===== src/hw/rtl/bpt_pkg.sv =====
// Shared widths, shifts, codes and payload types of the barometer compensation datapath
package bpt_pkg;

  // Field and register widths
  localparam int RawW    = 24;
  localparam int CalW    = 16;
  localparam int NumCal  = 6;
  localparam int CfgIdxW = $clog2(NumCal);
  localparam int TempW   = 20;
  localparam int PresW   = 32;

  // Temperature path
  localparam int TdW      = RawW + 1;
  localparam int RefSh    = 8;
  localparam int MulW     = TdW + CalW + 1;
  localparam int TCoeffSh = 23;
  localparam int QtW      = MulW - TCoeffSh;
  localparam int SqW      = 2 * RawW;
  localparam int TCorrSh  = 31;
  localparam int TcW      = SqW - TCorrSh;
  localparam int SqCW     = 35;
  localparam int CorrW    = SqCW + 4;

  // Offset and sensitivity path
  localparam int OffTcSh  = 7;
  localparam int SensTcSh = 8;
  localparam int OffSh    = 16;
  localparam int SensSh   = 15;
  localparam int GainW    = 40;

  // Pressure path
  localparam int LoW    = 20;
  localparam int ProdW  = 64;
  localparam int ProdSh = 21;
  localparam int QW     = ProdW - ProdSh;
  localparam int DiffW  = QW + 1;
  localparam int PresSh = 15;
  localparam int PresQW = DiffW - PresSh;

  localparam logic signed [TempW-1:0] TBase    = 20'sd2000;
  localparam logic signed [TempW-1:0] TCold    = -20'sd1500;
  localparam logic signed [TempW-1:0] ColdSpan = TBase - TCold;

  typedef enum logic [CfgIdxW-1:0] {
    CAL_SENS       = 3'd0,
    CAL_OFFSET     = 3'd1,
    CAL_SENS_TC    = 3'd2,
    CAL_OFFSET_TC  = 3'd3,
    CAL_REF_TEMP   = 3'd4,
    CAL_TEMP_COEFF = 3'd5
  } cal_idx_e;

  typedef struct packed {
    logic [CalW-1:0] sens;
    logic [CalW-1:0] offset;
    logic [CalW-1:0] sens_tc;
    logic [CalW-1:0] offset_tc;
    logic [CalW-1:0] ref_temp;
    logic [CalW-1:0] temp_coeff;
  } cal_t;

  typedef struct packed {
    logic        [RawW-1:0]  raw_p;
    logic signed [GainW-1:0] offs;
    logic signed [GainW-1:0] gain;
    logic signed [TempW-1:0] temp;
  } comp_t;

  typedef struct packed {
    logic signed [TempW-1:0] temp;
    logic signed [PresW-1:0] pres;
    logic                    pres_valid;
  } res_t;

endpackage


===== src/hw/rtl/bpt_back.sv =====
// Five-stage compensated pressure pipeline with split wide product
module bpt_back (
  input  logic           clk_i,
  input  logic           rst_ni,
  input  logic           valid_i,
  output logic           ready_o,
  input  bpt_pkg::comp_t data_i,
  output logic           valid_o,
  input  logic           ready_i,
  output bpt_pkg::res_t  data_o
);
  import bpt_pkg::*;

  localparam int NStg = 5;
  localparam int HiW  = RawW + 1 + GainW - LoW;

  logic [NStg-1:0] v_q;
  logic [NStg-1:0] en;

  logic        [RawW+LoW-1:0] pplo1_q;
  logic signed [HiW-1:0]      pphi1_q;
  logic signed [GainW-1:0]    offs1_q, offs2_q, offs3_q;
  logic signed [TempW-1:0]    temp1_q, temp2_q, temp3_q, temp4_q;
  logic signed [ProdW-1:0]    prod2_q, prod_b;
  logic signed [QW-1:0]       q3_q;
  logic signed [DiffW-1:0]    diff4_q, diff_b;
  logic signed [PresQW-1:0]   pq;
  res_t                       res5_q;

  always_comb begin
    en[NStg-1] = !v_q[NStg-1] || ready_i;
    for (int k = NStg - 2; k >= 0; k--) begin
      en[k] = !v_q[k] || en[k+1];
    end
  end

  assign ready_o = en[0];
  assign valid_o = v_q[NStg-1];

  always_ff @(posedge clk_i or negedge rst_ni) begin
    if (!rst_ni) begin
      v_q <= '0;
    end else begin
      if (en[0]) begin
        v_q[0] <= valid_i;
      end
      for (int k = 1; k < NStg; k++) begin
        if (en[k]) begin
          v_q[k] <= v_q[k-1];
        end
      end
    end
  end

  // Stage 1: partial products on the low and high halves of the sensitivity
  always_ff @(posedge clk_i) begin
    if (en[0]) begin
      pplo1_q <= data_i.raw_p * data_i.gain[LoW-1:0];
      pphi1_q <= $signed({1'b0, data_i.raw_p}) * $signed(data_i.gain[GainW-1:LoW]);
      offs1_q <= data_i.offs;
      temp1_q <= data_i.temp;
    end
  end

  // Stage 2: recombine
  always_ff @(posedge clk_i) begin
    if (en[1]) begin
      prod2_q <= (ProdW'(pphi1_q) <<< LoW) + $signed(ProdW'(pplo1_q));
      offs2_q <= offs1_q;
      temp2_q <= temp1_q;
    end
  end

  // Stage 3: scale down, truncating toward zero
  assign prod_b = prod2_q + $signed({{(ProdW-ProdSh){1'b0}}, {ProdSh{prod2_q[ProdW-1]}}});

  always_ff @(posedge clk_i) begin
    if (en[2]) begin
      q3_q    <= prod_b[ProdW-1:ProdSh];
      offs3_q <= offs2_q;
      temp3_q <= temp2_q;
    end
  end

  // Stage 4: remove offset
  always_ff @(posedge clk_i) begin
    if (en[3]) begin
      diff4_q <= DiffW'(q3_q) - DiffW'(offs3_q);
      temp4_q <= temp3_q;
    end
  end

  // Stage 5: final scale; the quotient always fits the signed 32-bit range
  assign diff_b = diff4_q + $signed({{(DiffW-PresSh){1'b0}}, {PresSh{diff4_q[DiffW-1]}}});
  assign pq     = diff_b[DiffW-1:PresSh];

  always_ff @(posedge clk_i) begin
    if (en[4]) begin
      res5_q.temp       <= temp4_q;
      res5_q.pres       <= PresW'(pq);
      res5_q.pres_valid <= !pq[PresQW-1] && (pq != '0);
    end
  end

  assign data_o = res5_q;

  a_stall_full: assert property (@(posedge clk_i) disable iff (!rst_ni)
    !ready_o |-> (&v_q))
    else $error("back refuses a beat with a bubble in the pipe");

  a_trunc_sign: assert property (@(posedge clk_i) disable iff (!rst_ni)
    (en[2] && v_q[1]) |=> ((q3_q == '0) || (q3_q[QW-1] == $past(prod2_q[ProdW-1]))))
    else $error("scaled product changed sign");

  a_out_hold: assert property (@(posedge clk_i) disable iff (!rst_ni)
    (valid_o && !ready_i) |=> (valid_o && $stable(data_o)))
    else $error("back dropped or changed a stalled beat");

endmodule


===== config.mk =====
export PLATFORM = sky130hd
export DESIGN_NAME = bpt_back
export DESIGN_NICKNAME = d
export VERILOG_FILES = /design/src/hw/rtl/bpt_pkg.sv /design/src/hw/rtl/bpt_back.sv
export SDC_FILE = /design/constraint.sdc
export NUM_CORES = 2
export LEC_CHECK = 0
export ABC_AREA = 1
export BUFFER_PORTS_ARGS = -buffer_cell sky130_fd_sc_hd__buf_2
export CAP_MARGIN = 0
export CORE_MARGIN = 1
export CORE_UTILIZATION = 40
export CTS_BUF_LIST = sky130_fd_sc_hd__clkbuf_2
export DETAILED_ROUTE_END_ITERATION = 10
export PLACE_DENSITY = 0.63
export SLEW_MARGIN = 20
export SYNTH_ARGS = -nofsm -noshare
export SYNTH_HDL_FRONTEND = slang
export SYNTH_SLANG_ARGS = --single-unit
export TNS_END_PERCENT = 100

===== constraint.sdc =====
create_clock -name clk_i -period 19.2 [get_ports clk_i]
set_input_delay 3.84 -clock clk_i [delete_from_list [all_inputs] [get_ports clk_i]]
set_output_delay 3.84 -clock clk_i [all_outputs]
set_load 0.02 [all_outputs]

==> metrics.json <==
{
  "fill_cells": 13900,
  "number_of_maximum_capacitance_constraint_violations": 0,
  "worstSkewPairLatency_ps": 1250,
  "avgSynthCellArea_um2": 8.58,
  "yosys.area.top_type": "sky130_fd_sc_hd__fa_1",
  "chipWidth_um": 379,
  "crit_path_top_delay_cell": "sky130_fd_sc_hd__buf_4",
  "final_cell_mix": "sky130_fd_sc_hd__inv_1, sky130_fd_sc_hd__nand2_1, sky130_fd_sc_hd__fa_1",
  "async_flop_share_pct": 1.01,
  "cts_setup_buffers": 0,
  "ys_ff_latch": 494,
  "drt-initial-drc-count": 2473,
  "grt_start_max_net_pins": 122,
  "timing.rr.end": "prod2_q[25]",
  "critPathRequiredTime_ps": 15360,
  "critPathKind": "in2out",
  "fp-row-count": 137,
  "cts_root_buffer": "sky130_fd_sc_hd__clkbuf_2",
  "detailed_place_hpwl_um": 116000,
  "io_buffers": 182,
  "endpoint_kind": "output port",
  "globalplace.congestion": 0.928,
  "worst_hold_slack_ps": 340,
  "worst-slew-pin-transition_ps": 1030,
  "synth_flop_cell": "sky130_fd_sc_hd__edfxtp_1",
  "overflow": 0,
  "placeableCoreArea_um2": 140000,
  "start_kind": "primary input",
  "path_delay_family": "buffers and inverters",
  "regToRegSetupSlack_ps": 14730,
  "num_vias": 42800,
  "max_clock_freq_mhz": 94.7,
  "crit_arrival_ps": 6720,
  "syn-num-nets": 7955,
  "synth_enable_flop_cells": 489,
  "initial_core_util_pct": 40.5,
  "regToRegStartpoint": "v_q[4]",
  "finClkSkew_ps": 106,
  "final_max_slew_viol_count": 0,
  "cts-root-to-sink-buffers": 3,
  "drt_pre_antenna_iters": 6,
  "critical_path_peak_fanout": 66,
  "setup_viol_count_final": 0,
  "route.detailed.wl_per_inst_um": 16.8,
  "first_global_vias": 45600,
  "die_h_um": 379,
  "cts_tree": "yes",
  "outcome": "complete, no violations",
  "drtAntennaViolNets": 0,
  "fin_crit_ps": 10560,
  "drcViolationCount": 0,
  "holdCritPathClass": "reg2reg",
  "ctsResizeCount": 0,
  "syn_inst_count": 6610,
  "cpPeakStageDelay_ps": 620,
  "design.final.nets": 8106,
  "worst_hold_path.num_cells": 0,
  "netlist_area_um2": 56700,
  "rsz0062_at_grt": "false",
  "synth_area_leaders": "sky130_fd_sc_hd__fa_1, sky130_fd_sc_hd__edfxtp_1, sky130_fd_sc_hd__inv_1",
  "final.setup.tns_ps": 0,
  "yosysWarningCount": 0,
  "hold_path.startpoint": "offs1_q[28]",
  "antenna_found_initial": 4,
  "grt_util_all_layers_pct": 21.1,
  "count_of_pins_on_the_block_boundary": 183,
  "number_of_sinks_on_the_clock_net": 494,
  "cts_made_buffers": 120,
  "drive_gt1_share_pct": 6.38,
  "die_area_um2": 143000,
  "cp_num_buf_inv": 7,
  "cts.clk_slew.worst_paths_ps": 110,
  "synth_seq_area_share_pct": 26.1,
  "final_hold_viol_count": 0,
  "regArea_um2": 14800,
  "grt_first_pass_wirelength_um": 237000,
  "multi_input_area_um2": 34600,
  "layout.cells.most_common": "sky130_fd_sc_hd__inv_1",
  "detail_route.wirelength_um": 147000,
  "syn_to_final_growth_pct": 7.13,
  "timing.hold.worst_endpoint": "offs2_q[28]",
  "htree_levels": 3,
  "cts_hold_repair.buffers": 0,
  "final.period_utilization_pct": 55.0,
  "number_of_cell_instances_on_the_worst_register_to_register_path": 12,
  "yosys.cell_types.count": 53,
  "slew_headroom_pct": 31.1,
  "via_per_inst": 4.90,
  "cp_common_cell": "sky130_fd_sc_hd__nor2_1",
  "cp_cell_sequence": "buf_2, nor2_1, inv_2, buf_4, nor2_1, inv_2, buf_4, nor2_1, inv_4, nor2_1, nand2_4, buf_2",
  "synth_top_area_share_pct": 27.8
}
routing by layer:
layer	track usage [%]	vias to the layer above	routed length [um]
met3	2.39	277	8390
li1	-	20300	-
met4	7.38	2	4800
met1	26.6	21000	62000
met5	0	-	20
met2	37.1	1294	72000
worst max path at each step:
stage	from	end	slack [ps]	cells after the start
after floorplan	ready_i	ready_o	3360	8
after global routing	ready_i	ready_o	8280	12
final	ready_i	ready_o	8640	12
after detailed placement	data_i[116]	pphi1_q[36]	8480	24
after CTS	ready_i	ready_o	8510	12
after global placement	ready_i	ready_o	8560	12
cells by family (layout without fill, tap and decap cells):
group                    count (synthesis)  count (layout)  share of synthesized area, %
AND/OR/NAND/NOR                       2284            2284                          16.0
flip-flops                             494             494                          26.1
buffers and inverters                 1941            2194                          12.9
XOR/XNOR                               188             188                          2.90
adder cells (fa/ha/maj)               1217            1217                          37.3
other                                    0               4                             0
AO/OA/AOI/OAI                          486             486                          4.80
Yosys cell counts (38+ instances only):
master	count
sky130_fd_sc_hd__edfxtp_1	489
sky130_fd_sc_hd__a21oi_1	226
sky130_fd_sc_hd__nand2_1	1646
sky130_fd_sc_hd__a31oi_1	38
sky130_fd_sc_hd__fa_1	787
sky130_fd_sc_hd__clkbuf_1	176
sky130_fd_sc_hd__nor3_1	49
sky130_fd_sc_hd__xor2_1	124
sky130_fd_sc_hd__nor2_1	369
sky130_fd_sc_hd__nand3_1	117
sky130_fd_sc_hd__ha_1	430
sky130_fd_sc_hd__o21ai_0	129
sky130_fd_sc_hd__xnor2_1	64
sky130_fd_sc_hd__nand4_1	42
sky130_fd_sc_hd__inv_1	1759
through the flow:
| stage | setup slack, ps | std cells | cell area (um2) | util [%] |
|---|---|---|---|---|
| after floorplan | 3360 | 6610 | 56700 | - |
| after global placement | 8560 | 8515 | 59500 | 42.5 |
| after detailed placement | 8480 | 8515 | 59500 | 42.5 |
| after CTS | 8510 | 8739 | 60700 | 43.4 |
| after global routing | 8280 | 8743 | 60800 | 43.4 |
| final | 8640 | 8743 | 60800 | 43.4 |
layout make-up:
cell class | instances | area share, %
multi-input combinational | 4175 | 57.0
sequential | 494 | 24.4
inverter | 1761 | 10.9
tap | 1876 | 3.86
timing repair buffer | 209 | 1.86
clock buffer | 169 | 1.39
clock inverter | 55 | 0.636
antenna | 4 | 0.0165
flip-flops by register name, summed over array words and instances (netlist names):
name / count
diff4_q: 44
offs1_q: 40
offs2_q: 40
prod2_q: 64
pplo1_q: 44
temp3_q: 20
temp2_q: 20
offs3_q: 40
v_q: 5
q3_q: 43
data_o: 50
temp4_q: 20
temp1_q: 20
pphi1_q: 44
Power is not shown: default switching activity piles up to over one toggle a cycle in this logic, so the estimate is an artifact.
