File: config.mk
export PLATFORM = sky130hd
export DESIGN_NAME = bpt_cfg
export DESIGN_NICKNAME = d
export VERILOG_FILES = /design/src/hw/rtl/bpt_pkg.sv /design/src/hw/rtl/bpt_cfg.sv
export SDC_FILE = /design/constraint.sdc
export NUM_CORES = 1
export LEC_CHECK = 0
export BUFFER_PORTS_ARGS = -buffer_cell sky130_fd_sc_hd__clkbuf_2
export CAP_MARGIN = 20
export CORE_UTILIZATION = 35
export DETAILED_ROUTE_END_ITERATION = 16
export SLEW_MARGIN = 20
export SYNTH_ARGS = -nofsm -noshare
export SYNTH_HDL_FRONTEND = slang
export SYNTH_SLANG_ARGS = --single-unit
File: constraint.sdc
create_clock -name clk_i -period 1 [get_ports clk_i]
set_input_delay 0.1 -clock clk_i [delete_from_list [all_inputs] [get_ports clk_i]]
set_output_delay 0.1 -clock clk_i [all_outputs]
set_load 0.005 [all_outputs]
File: src/hw/rtl/bpt_pkg.sv
// Shared widths, shifts, codes and payload types of the barometer compensation datapath
package bpt_pkg;

  // Field and register widths
  localparam int RawW    = 24;
  localparam int CalW    = 16;
  localparam int NumCal  = 6;
  localparam int CfgIdxW = $clog2(NumCal);
  localparam int TempW   = 20;
  localparam int PresW   = 32;

  // Temperature path
  localparam int TdW      = RawW + 1;
  localparam int RefSh    = 8;
  localparam int MulW     = TdW + CalW + 1;
  localparam int TCoeffSh = 23;
  localparam int QtW      = MulW - TCoeffSh;
  localparam int SqW      = 2 * RawW;
  localparam int TCorrSh  = 31;
  localparam int TcW      = SqW - TCorrSh;
  localparam int SqCW     = 35;
  localparam int CorrW    = SqCW + 4;

  // Offset and sensitivity path
  localparam int OffTcSh  = 7;
  localparam int SensTcSh = 8;
  localparam int OffSh    = 16;
  localparam int SensSh   = 15;
  localparam int GainW    = 40;

  // Pressure path
  localparam int LoW    = 20;
  localparam int ProdW  = 64;
  localparam int ProdSh = 21;
  localparam int QW     = ProdW - ProdSh;
  localparam int DiffW  = QW + 1;
  localparam int PresSh = 15;
  localparam int PresQW = DiffW - PresSh;

  localparam logic signed [TempW-1:0] TBase    = 20'sd2000;
  localparam logic signed [TempW-1:0] TCold    = -20'sd1500;
  localparam logic signed [TempW-1:0] ColdSpan = TBase - TCold;

  typedef enum logic [CfgIdxW-1:0] {
    CAL_SENS       = 3'd0,
    CAL_OFFSET     = 3'd1,
    CAL_SENS_TC    = 3'd2,
    CAL_OFFSET_TC  = 3'd3,
    CAL_REF_TEMP   = 3'd4,
    CAL_TEMP_COEFF = 3'd5
  } cal_idx_e;

  typedef struct packed {
    logic [CalW-1:0] sens;
    logic [CalW-1:0] offset;
    logic [CalW-1:0] sens_tc;
    logic [CalW-1:0] offset_tc;
    logic [CalW-1:0] ref_temp;
    logic [CalW-1:0] temp_coeff;
  } cal_t;

  typedef struct packed {
    logic        [RawW-1:0]  raw_p;
    logic signed [GainW-1:0] offs;
    logic signed [GainW-1:0] gain;
    logic signed [TempW-1:0] temp;
  } comp_t;

  typedef struct packed {
    logic signed [TempW-1:0] temp;
    logic signed [PresW-1:0] pres;
    logic                    pres_valid;
  } res_t;

endpackage

File: src/hw/rtl/bpt_cfg.sv
// Calibration word registers written through the configuration port
module bpt_cfg (
  input  logic                        clk_i,
  input  logic                        rst_ni,
  input  logic                        cfg_we_i,
  input  logic [bpt_pkg::CfgIdxW-1:0] cfg_idx_i,
  input  logic [bpt_pkg::CalW-1:0]    cfg_data_i,
  output bpt_pkg::cal_t               cal_o
);
  import bpt_pkg::*;

  cal_t cal_q, cal_d;

  always_comb begin
    cal_d = cal_q;
    if (cfg_we_i) begin
      case (cal_idx_e'(cfg_idx_i))
        CAL_SENS:       cal_d.sens       = cfg_data_i;
        CAL_OFFSET:     cal_d.offset     = cfg_data_i;
        CAL_SENS_TC:    cal_d.sens_tc    = cfg_data_i;
        CAL_OFFSET_TC:  cal_d.offset_tc  = cfg_data_i;
        CAL_REF_TEMP:   cal_d.ref_temp   = cfg_data_i;
        CAL_TEMP_COEFF: cal_d.temp_coeff = cfg_data_i;
        default:        cal_d = cal_q;
      endcase
    end
  end

  always_ff @(posedge clk_i or negedge rst_ni) begin
    if (!rst_ni) begin
      cal_q <= '0;
    end else begin
      cal_q <= cal_d;
    end
  end

  assign cal_o = cal_q;

endmodule

==> results of run 1 <==
-- what timing repair did --
action                                 4_1_cts  5_1_grt
hold buffers                                 1        0
resized for setup                            0        1
endpoints found under the hold margin       96        0
gates cloned                                 0        0
setup endpoints to repair                    7       64
buffers inserted                             5       21
-- kinds of logic (layout without fill, tap and decap cells) --
logic type | after synthesis | in the layout | synth area share (%)
flops | 96 | 96 | 65.31
simple gates | 6 | 6 | 2.483
buf+inv | 10 | 175 | 2.823
mux | 96 | 96 | 29.39
-- report_power, final --
part           total [mW]  internal [mW]  leakage [nW]  switching (mW)
registers            5.20           4.73          1.15           0.464
logic                2.70           1.75          1.30           0.953
clock network        2.35          0.991        0.0897            1.35
total                10.2           7.47          2.54            2.77
-- cell usage after synthesis, drive strengths merged --
cell    number  area (sq um)
dfrtp       96          2402
and4bb       3         37.53
nand4b       2         30.03
buf         10         103.9
nor4b        1         23.77
mux2        96          1081
-- per-layer routing --
metal | GRT usage, % | vias to the layer above | share of wire, %
met1 | 24.27 | 1201 | 50
li1 | - | 1061 | -
met5 | 0 | - | 0
met2 | 22.28 | 87 | 43
met3 | 4.511 | 7 | 6.8
met4 | 4.898 | 0 | 1.0
-- cell type report --
| class | instances | share of cell area, % |
|---|---|---|
| multi-input combinational | 102 | 25.87 |
| tap | 136 | 3.319 |
| timing repair buffer | 159 | 20.36 |
| clock buffer | 11 | 2.758 |
| sequential | 96 | 46.86 |
| clock inverter | 5 | 0.8299 |
-- final timing paths --
kind	start	to	slack (ps)	cells past startpoint
setup / recovery	cal_o[17]$_DFFE_PN0P_	cal_o[17]	20	1
hold / removal	cfg_data_i[12]	cal_o[28]$_DFFE_PN0P_	50	2
setup reg to reg	cal_o[74]$_DFFE_PN0P_	cal_o[74]$_DFFE_PN0P_	90	2
hold reg to reg	cal_o[82]$_DFFE_PN0P_	cal_o[82]$_DFFE_PN0P_	510	1
max in group asynchronous	rst_ni	cal_o[48]$_DFFE_PN0P_	390	3
min in group asynchronous	rst_ni	cal_o[94]$_DFFE_PN0P_	130	2
==> out/metrics.yaml, run 1 <==
status:
  status: "finished clean"
placed_design:
  placed_area_sq_mm: 0.004737
  dp_cells: 466
  finalWeightedCongestion: 0.7014
  place_hpwl_mm: 5.946
  dp_slack_ps: -264.2
  port_buffers: 117
grt:
  grt_use_total_pct: 16.13
  grt_max_degree: 43
  grt_pass1_vias: 2301
  gr-total-overflow: 0
  antenna_found_initial: 0
  grt_pass1_wl_mm: 13.38
drt:
  via_per_inst: 4.629
  vias: 2356
  drtIter0Drc: 75
  drc: 0
  routed_wl_mm: 8.474
  ant_nets: 0
  wl_per_cell_microns: 16.65
  dr.pass1.iters: 6
critical_path:
  cpPeakStageDelay_ps: 410
  path_delay_family: "flip-flops"
  cp-end-kind: "output pin"
  slowest_stage: "dfrtp_1"
  critPathKind: "register to output pin"
  cp.buffers_inverters: 1
  cp_cell_sequence: "clkbuf_2"
  start_kind: "register"
  cp.required_ps: 900
  crit_arrival_ps: 880
  path_max_fanout: 2
clock_tree:
  clock_sinks: 96
  clk_latency_ps: 350
  clkTransAtPathRegs_ps: 90
  tritoncts: "done"
  cts.path.max_buffers: 2
  cts_root_buf: "clkbuf_8"
  htreeDepth: 3
  cts_buffers: 9
flow_run:
  max_cap_viol_count: 0
finish:
  layout_common_cells: "clkbuf_2 (115), dfrtp_1 (96), mux2_2 (54)"
  utilization_pct: 49.88
  final_area_sq_mm: 0.005126
  multi_input_area_sq_mm: 0.001326
  n_antenna_cell: 0
  syn2layout_area_growth_pct: 39.35
  nets: 390
  mostFrequentLayoutCell: "clkbuf_2"
  final_cells: 509
  area.sequential_sq_mm: 0.002402
  nFillCells: 929
  largest_reg_flops: 96
  drive_gt1_share_pct: 73.19
sta:
  max_freq_mhz: 1019
  hold_ws_ps: 49.00
  tns_ps: 0
  hold_viol: 0
  finalClockSkew_ps: 0
  max_slew_margin_pct: 84.69
  post-route-period-util_pct: 98.16
  slew_violations: 0
  finalSetupViolCount: 0
  rsz0062_at_grt: "yes"
  period_minus_slack_ps: 981.6
  tightest_slew_ps: 229.7
  fin_ws_ps: 18.37
synthesis:
  syn_nets: 230
  ys_seq_area_share_pct: 65.31
  syn_area_per_cell_sq_um: 17.69
  ys_types: 10
  syn-cell-area_sq_mm: 0.003679
  ys_ff_latch: 96
  synthCells: 208
  yosys_warnings: 0
floorplan:
  dieHeight_microns: 104.5
  num_rows: 37
  ios: 118
  die-area_sq_mm: 0.01092
  dieWidth_microns: 104.5
  start_util_pct: 35.79
  core_area_sq_mm: 0.01028
power_and_ir_drop:
  total_power_mw: 10.24
  p_per_area_mw_per_mm2: 1998
  leakage_nw: 2.542
  vdd_drop_max_mv: 0.8843
worst_hold_path:
  min_path_type: "input pin to register"
Power figures use the tool's default switching activity.
==> run 2, diff against run 1 <==
- CTS_CLUSTER_SIZE: not set -> 8
- RECOVER_POWER: not set -> 50
==> out/metrics.yaml, run 2 (same netlist as run 1, synthesis figures left out) <==
power_and_ir_drop:
  power.internal_mw: 7.461
  clkPwrFrac_pct: 22.9
  total_power_mw: 10.22
  swShare_pct: 27.01
  vdd_drop_max_mv: 0.8842
  power.switching_mw: 2.760
  seqPwrFrac_pct: 50.9
  p_comb_share_pct: 26.3
  p_per_area_mw_per_mm2: 2014
  leakage_nw: 2.512
critical_path:
  path_max_fanout: 2
  cp.required_ps: 900
  cp-end-kind: "output pin"
  timing.rr.end: "cal_o[74]$_DFFE_PN0P_"
  slowest_stage: "dfrtp_1"
  crit_arrival_ps: 890
  reg2reg_slack_ps: 90
  cp_cell_sequence: "clkbuf_2"
  cp.buffers_inverters: 1
  r2r_cells: 2
  path_delay_family: "flip-flops"
  start_kind: "register"
  cpPeakStageDelay_ps: 420
  r2r_start: "cal_o[74]$_DFFE_PN0P_"
  critPathKind: "register to output pin"
sta:
  fin_ws_ps: 14.93
  hold_ws_ps: 49.24
  post-route-period-util_pct: 98.51
  max_freq_mhz: 1015
  finalClockSkew_ps: 0
  finalSetupViolCount: 0
  max_slew_margin_pct: 73.56
  period_minus_slack_ps: 985.1
  slew_violations: 0
  hold_viol: 0
  rsz0062_at_grt: "yes"
  tns_ps: 0
  tightest_slew_ps: 396.6
finish:
  syn2layout_area_growth_pct: 37.99
  nets: 390
  layout_common_cells: "clkbuf_2 (118), dfrtp_1 (96), mux2_2 (54)"
  largest_reg_flops: 96
  final_cells: 509
  mostFrequentLayoutCell: "clkbuf_2"
  utilization_pct: 49.39
  final_area_sq_mm: 0.005076
  drive_gt1_share_pct: 72.65
  n_antenna_cell: 0
floorplan:
  dieWidth_microns: 104.5
  start_util_pct: 35.79
  core_area_sq_mm: 0.01028
  dieHeight_microns: 104.5
  ios: 118
  num_rows: 37
  die-area_sq_mm: 0.01092
grt:
  grt_max_degree: 43
  grt_pass1_wl_mm: 13.38
  antenna_found_initial: 0
  gr-total-overflow: 0
  grt_pass1_vias: 2301
  grt_use_total_pct: 16.13
clock_tree:
  cts_buffers: 9
  clk_latency_ps: 350
  clock_sinks: 96
  clkTransAtPathRegs_ps: 90
  htreeDepth: 3
  tritoncts: "done"
  cts.path.max_buffers: 2
  cts_root_buf: "clkbuf_8"
placed_design:
  dp_cells: 466
  finalWeightedCongestion: 0.7014
  dp_slack_ps: -264.2
  port_buffers: 117
  place_hpwl_mm: 5.946
  placed_area_sq_mm: 0.004737
worst_hold_path:
  min_to: "cal_o[28]$_DFFE_PN0P_"
  min_path_type: "input pin to register"
  hold_start: "cfg_data_i[12]"
  worstHoldPathCells: 2
drt:
  ant_nets: 0
  wl_per_cell_microns: 16.65
  vias: 2359
  dr.pass1.iters: 6
  drtIter0Drc: 75
  via_per_inst: 4.635
  routed_wl_mm: 8.473
  drc: 0
status:
  status: "finished clean"
flow_run:
  max_cap_viol_count: 0
[run 2: cell count changes in the layout (fill, tap and decap cells not counted)]
| cell | previous run | this run |
|---|---|---|
| buf_8 | 0 | 1 |
| nand4b_2 | 2 | 0 |
| buf_12 | 11 | 8 |
| clkbuf_2 | 115 | 118 |
| buf_4 | 31 | 30 |
| nand4b_1 | 0 | 2 |
[run 2: power by group through the flow]
stage               sequential [mW]  clock, mW  combinational, mW
finish                         5.20       2.34               2.69
global placement               5.27          0               2.34
detailed placement             5.28          0               2.39
floorplan                      5.30          0               1.04
CTS                            5.21       2.44               2.46
global route                   5.30       2.58               2.91
[run 2: cell type report]
| type | instances | area (sq um) |
|---|---|---|
| fillers | 937 | 5201 |
| flip-flops and latches | 96 | 2402 |
| multi-input cells | 102 | 1314 |
| repair buffers | 159 | 1006 |
| well taps | 136 | 170.2 |
| clock buffers | 11 | 141.4 |
| clock inverters | 5 | 42.54 |
[run 2: timing repair]
item | CTS | global route
endpoints found under the setup margin | 7 | 64
hold buffers | 1 | 0
endpoints found under the hold margin | 96 | 0
resized for setup | 0 | 1
buffers inserted | 5 | 21
[run 2: per-layer routing]
| layer | routed length, microns | global-route usage, % | vias up |
|---|---|---|---|
| met4 | 85 | 4.898 | 0 |
| li1 | - | - | 1061 |
| met2 | 3622 | 22.28 | 89 |
| met1 | 4188 | 24.27 | 1202 |
| met3 | 578 | 4.511 | 7 |
| met5 | 0 | 0 | - |
[run 2: how the worst max path moves through the flow]
stage	from	end	slack [ps]	cells past startpoint
final	cal_o[68]$_DFFE_PN0P_	cal_o[68]	10	1
after global routing	cal_o[74]$_DFFE_PN0P_	cal_o[74]	-20	1
after CTS	cal_o[68]$_DFFE_PN0P_	cal_o[68]	-10	1
after detailed placement	cfg_idx_i[2]	cal_o[67]$_DFFE_PN0P_	-260	4
after global placement	cfg_idx_i[2]	cal_o[68]$_DFFE_PN0P_	-230	4
after floorplan	cfg_idx_i[0]	cal_o[80]$_DFFE_PN0P_	-280	4
==> run 3, diff against run 2 <==
- SETUP_SLACK_MARGIN: not set -> 0.05
==> out/metrics.yaml, run 3 (same netlist as run 1, synthesis figures left out) <==
status:
  status: "finished with violations"
  violations: "DRC"
critical_path:
  timing.rr.end: "cal_o[78]$_DFFE_PN0P_"
  cpPeakStageDelay_ps: 410
  cp_num_cells: 1
  cp-end-kind: "output pin"
  r2r_cells: 2
  start_kind: "register"
  path_max_fanout: 2
  r2r_start: "cal_o[78]$_DFFE_PN0P_"
  slowest_stage: "dfrtp_1"
  path_delay_family: "flip-flops"
  crit_arrival_ps: 880
  reg2reg_slack_ps: 80
  cp.required_ps: 900
  cp_cell_sequence: "clkbuf_2"
  critPathKind: "register to output pin"
  cp.buffers_inverters: 1
finish:
  syn2layout_area_growth_pct: 41.29
  n_antenna_cell: 0
  largest_reg_flops: 96
  utilization_pct: 50.57
  nets: 402
  mostFrequentLayoutCell: "clkbuf_2"
  final_area_sq_mm: 0.005197
  layout_common_cells: "clkbuf_2 (112), dfrtp_1 (96), mux2_2 (48)"
  drive_gt1_share_pct: 73.51
  final_cells: 521
clock_tree:
  cts_root_buf: "clkbuf_8"
  clkTransAtPathRegs_ps: 90
  htreeDepth: 3
  cts_buffers: 9
  cts.path.max_buffers: 2
  clk_latency_ps: 340
  tritoncts: "done"
  clock_sinks: 96
sta:
  finalSetupViolCount: 0
  max_slew_margin_pct: 63.80
  fin_ws_ps: 19.15
  finalClockSkew_ps: 0
  period_minus_slack_ps: 980.9
  max_freq_mhz: 1020
  tightest_slew_ps: 542.9
  hold_viol: 0
  rsz0062_at_grt: "yes"
  slew_violations: 0
  post-route-period-util_pct: 98.09
  tns_ps: 0
  hold_ws_ps: 56.85
worst_hold_path:
  min_to: "cal_o[82]$_DFFE_PN0P_"
  worstHoldPathCells: 2
  hold_start: "cfg_data_i[2]"
  min_path_type: "input pin to register"
drt:
  vias: 2386
  via_per_inst: 4.580
  dr.pass1.iters: 10
  routed_wl_mm: 8.486
  drtIter0Drc: 51
  ant_nets: 0
  wl_per_cell_microns: 16.29
  drc: 2
placed_design:
  dp_slack_ps: -272.5
  dp_cells: 464
  placed_area_sq_mm: 0.004732
  place_hpwl_mm: 5.648
  finalWeightedCongestion: 0.6931
  port_buffers: 117
floorplan:
  core_area_sq_mm: 0.01028
  dieHeight_microns: 104.5
  ios: 118
  die-area_sq_mm: 0.01092
  num_rows: 37
  start_util_pct: 35.79
  dieWidth_microns: 104.5
power_and_ir_drop:
  p_per_area_mw_per_mm2: 2034
  vdd_drop_max_mv: 1.079
  leakage_nw: 2.594
  total_power_mw: 10.57
grt:
  grt_max_degree: 61
  grt_pass1_vias: 2403
  grt_pass1_wl_mm: 13.37
  grt_use_total_pct: 16.14
  gr-total-overflow: 0
  antenna_found_initial: 0
flow_run:
  max_cap_viol_count: 0
[run 3: changes by cell type in the layout (fill, tap and decap cells not counted), sizes merged]
cell	previous run	this run
bufinv	0	1
clkbuf	129	126
clkinv	4	3
inv	0	1
buf	40	54
[run 3: power breakdown]
| group | internal (mW) | switching, mW | leakage, nW |
|---|---|---|---|
| Sequential | 4.73 | 0.466 | 1.15 |
| Combinational | 1.90 | 0.971 | 1.35 |
| Clock | 1.17 | 1.33 | 0.0968 |
[run 3: final cells by class]
cell class,instances,area (sq um)
fill,928,5080
sequential,96,2402
multi-input combinational,102,1349
timing repair buffer,171,1080
tap,136,170.2
clock buffer,10,127.6
clock inverter,6,68.82
[run 3: worst max path at each step]
stage                          startpoint                     to  slack, ps
detailed placement           cfg_idx_i[2]  cal_o[53]$_DFFE_PN0P_       -270
finish              cal_o[78]$_DFFE_PN0P_              cal_o[78]         20
CTS                 cal_o[78]$_DFFE_PN0P_              cal_o[78]        -20
floorplan                    cfg_idx_i[0]  cal_o[80]$_DFFE_PN0P_       -280
global placement             cfg_idx_i[2]  cal_o[68]$_DFFE_PN0P_       -240
global route        cal_o[78]$_DFFE_PN0P_              cal_o[78]        -40
[run 3: layer usage]
metal | vias to the layer above | track usage [%] | part of all wire [%]
met2 | 90 | 22.66 | 42
li1 | 1085 | - | -
met3 | 5 | 5.013 | 6.7
met4 | 0 | 3.673 | 0.81
met5 | - | 0 | 0
met1 | 1206 | 24.15 | 50
[run 3: what timing repair did]
item | CTS | global route
hold buffers | 1 | 0
gates resized for setup | 0 | 4
gates cloned | 0 | 0
endpoints found under the hold margin | 96 | 0
buffers inserted | 30 | 10
setup endpoints to repair | 95 | 96
pin swaps | 0 | 0
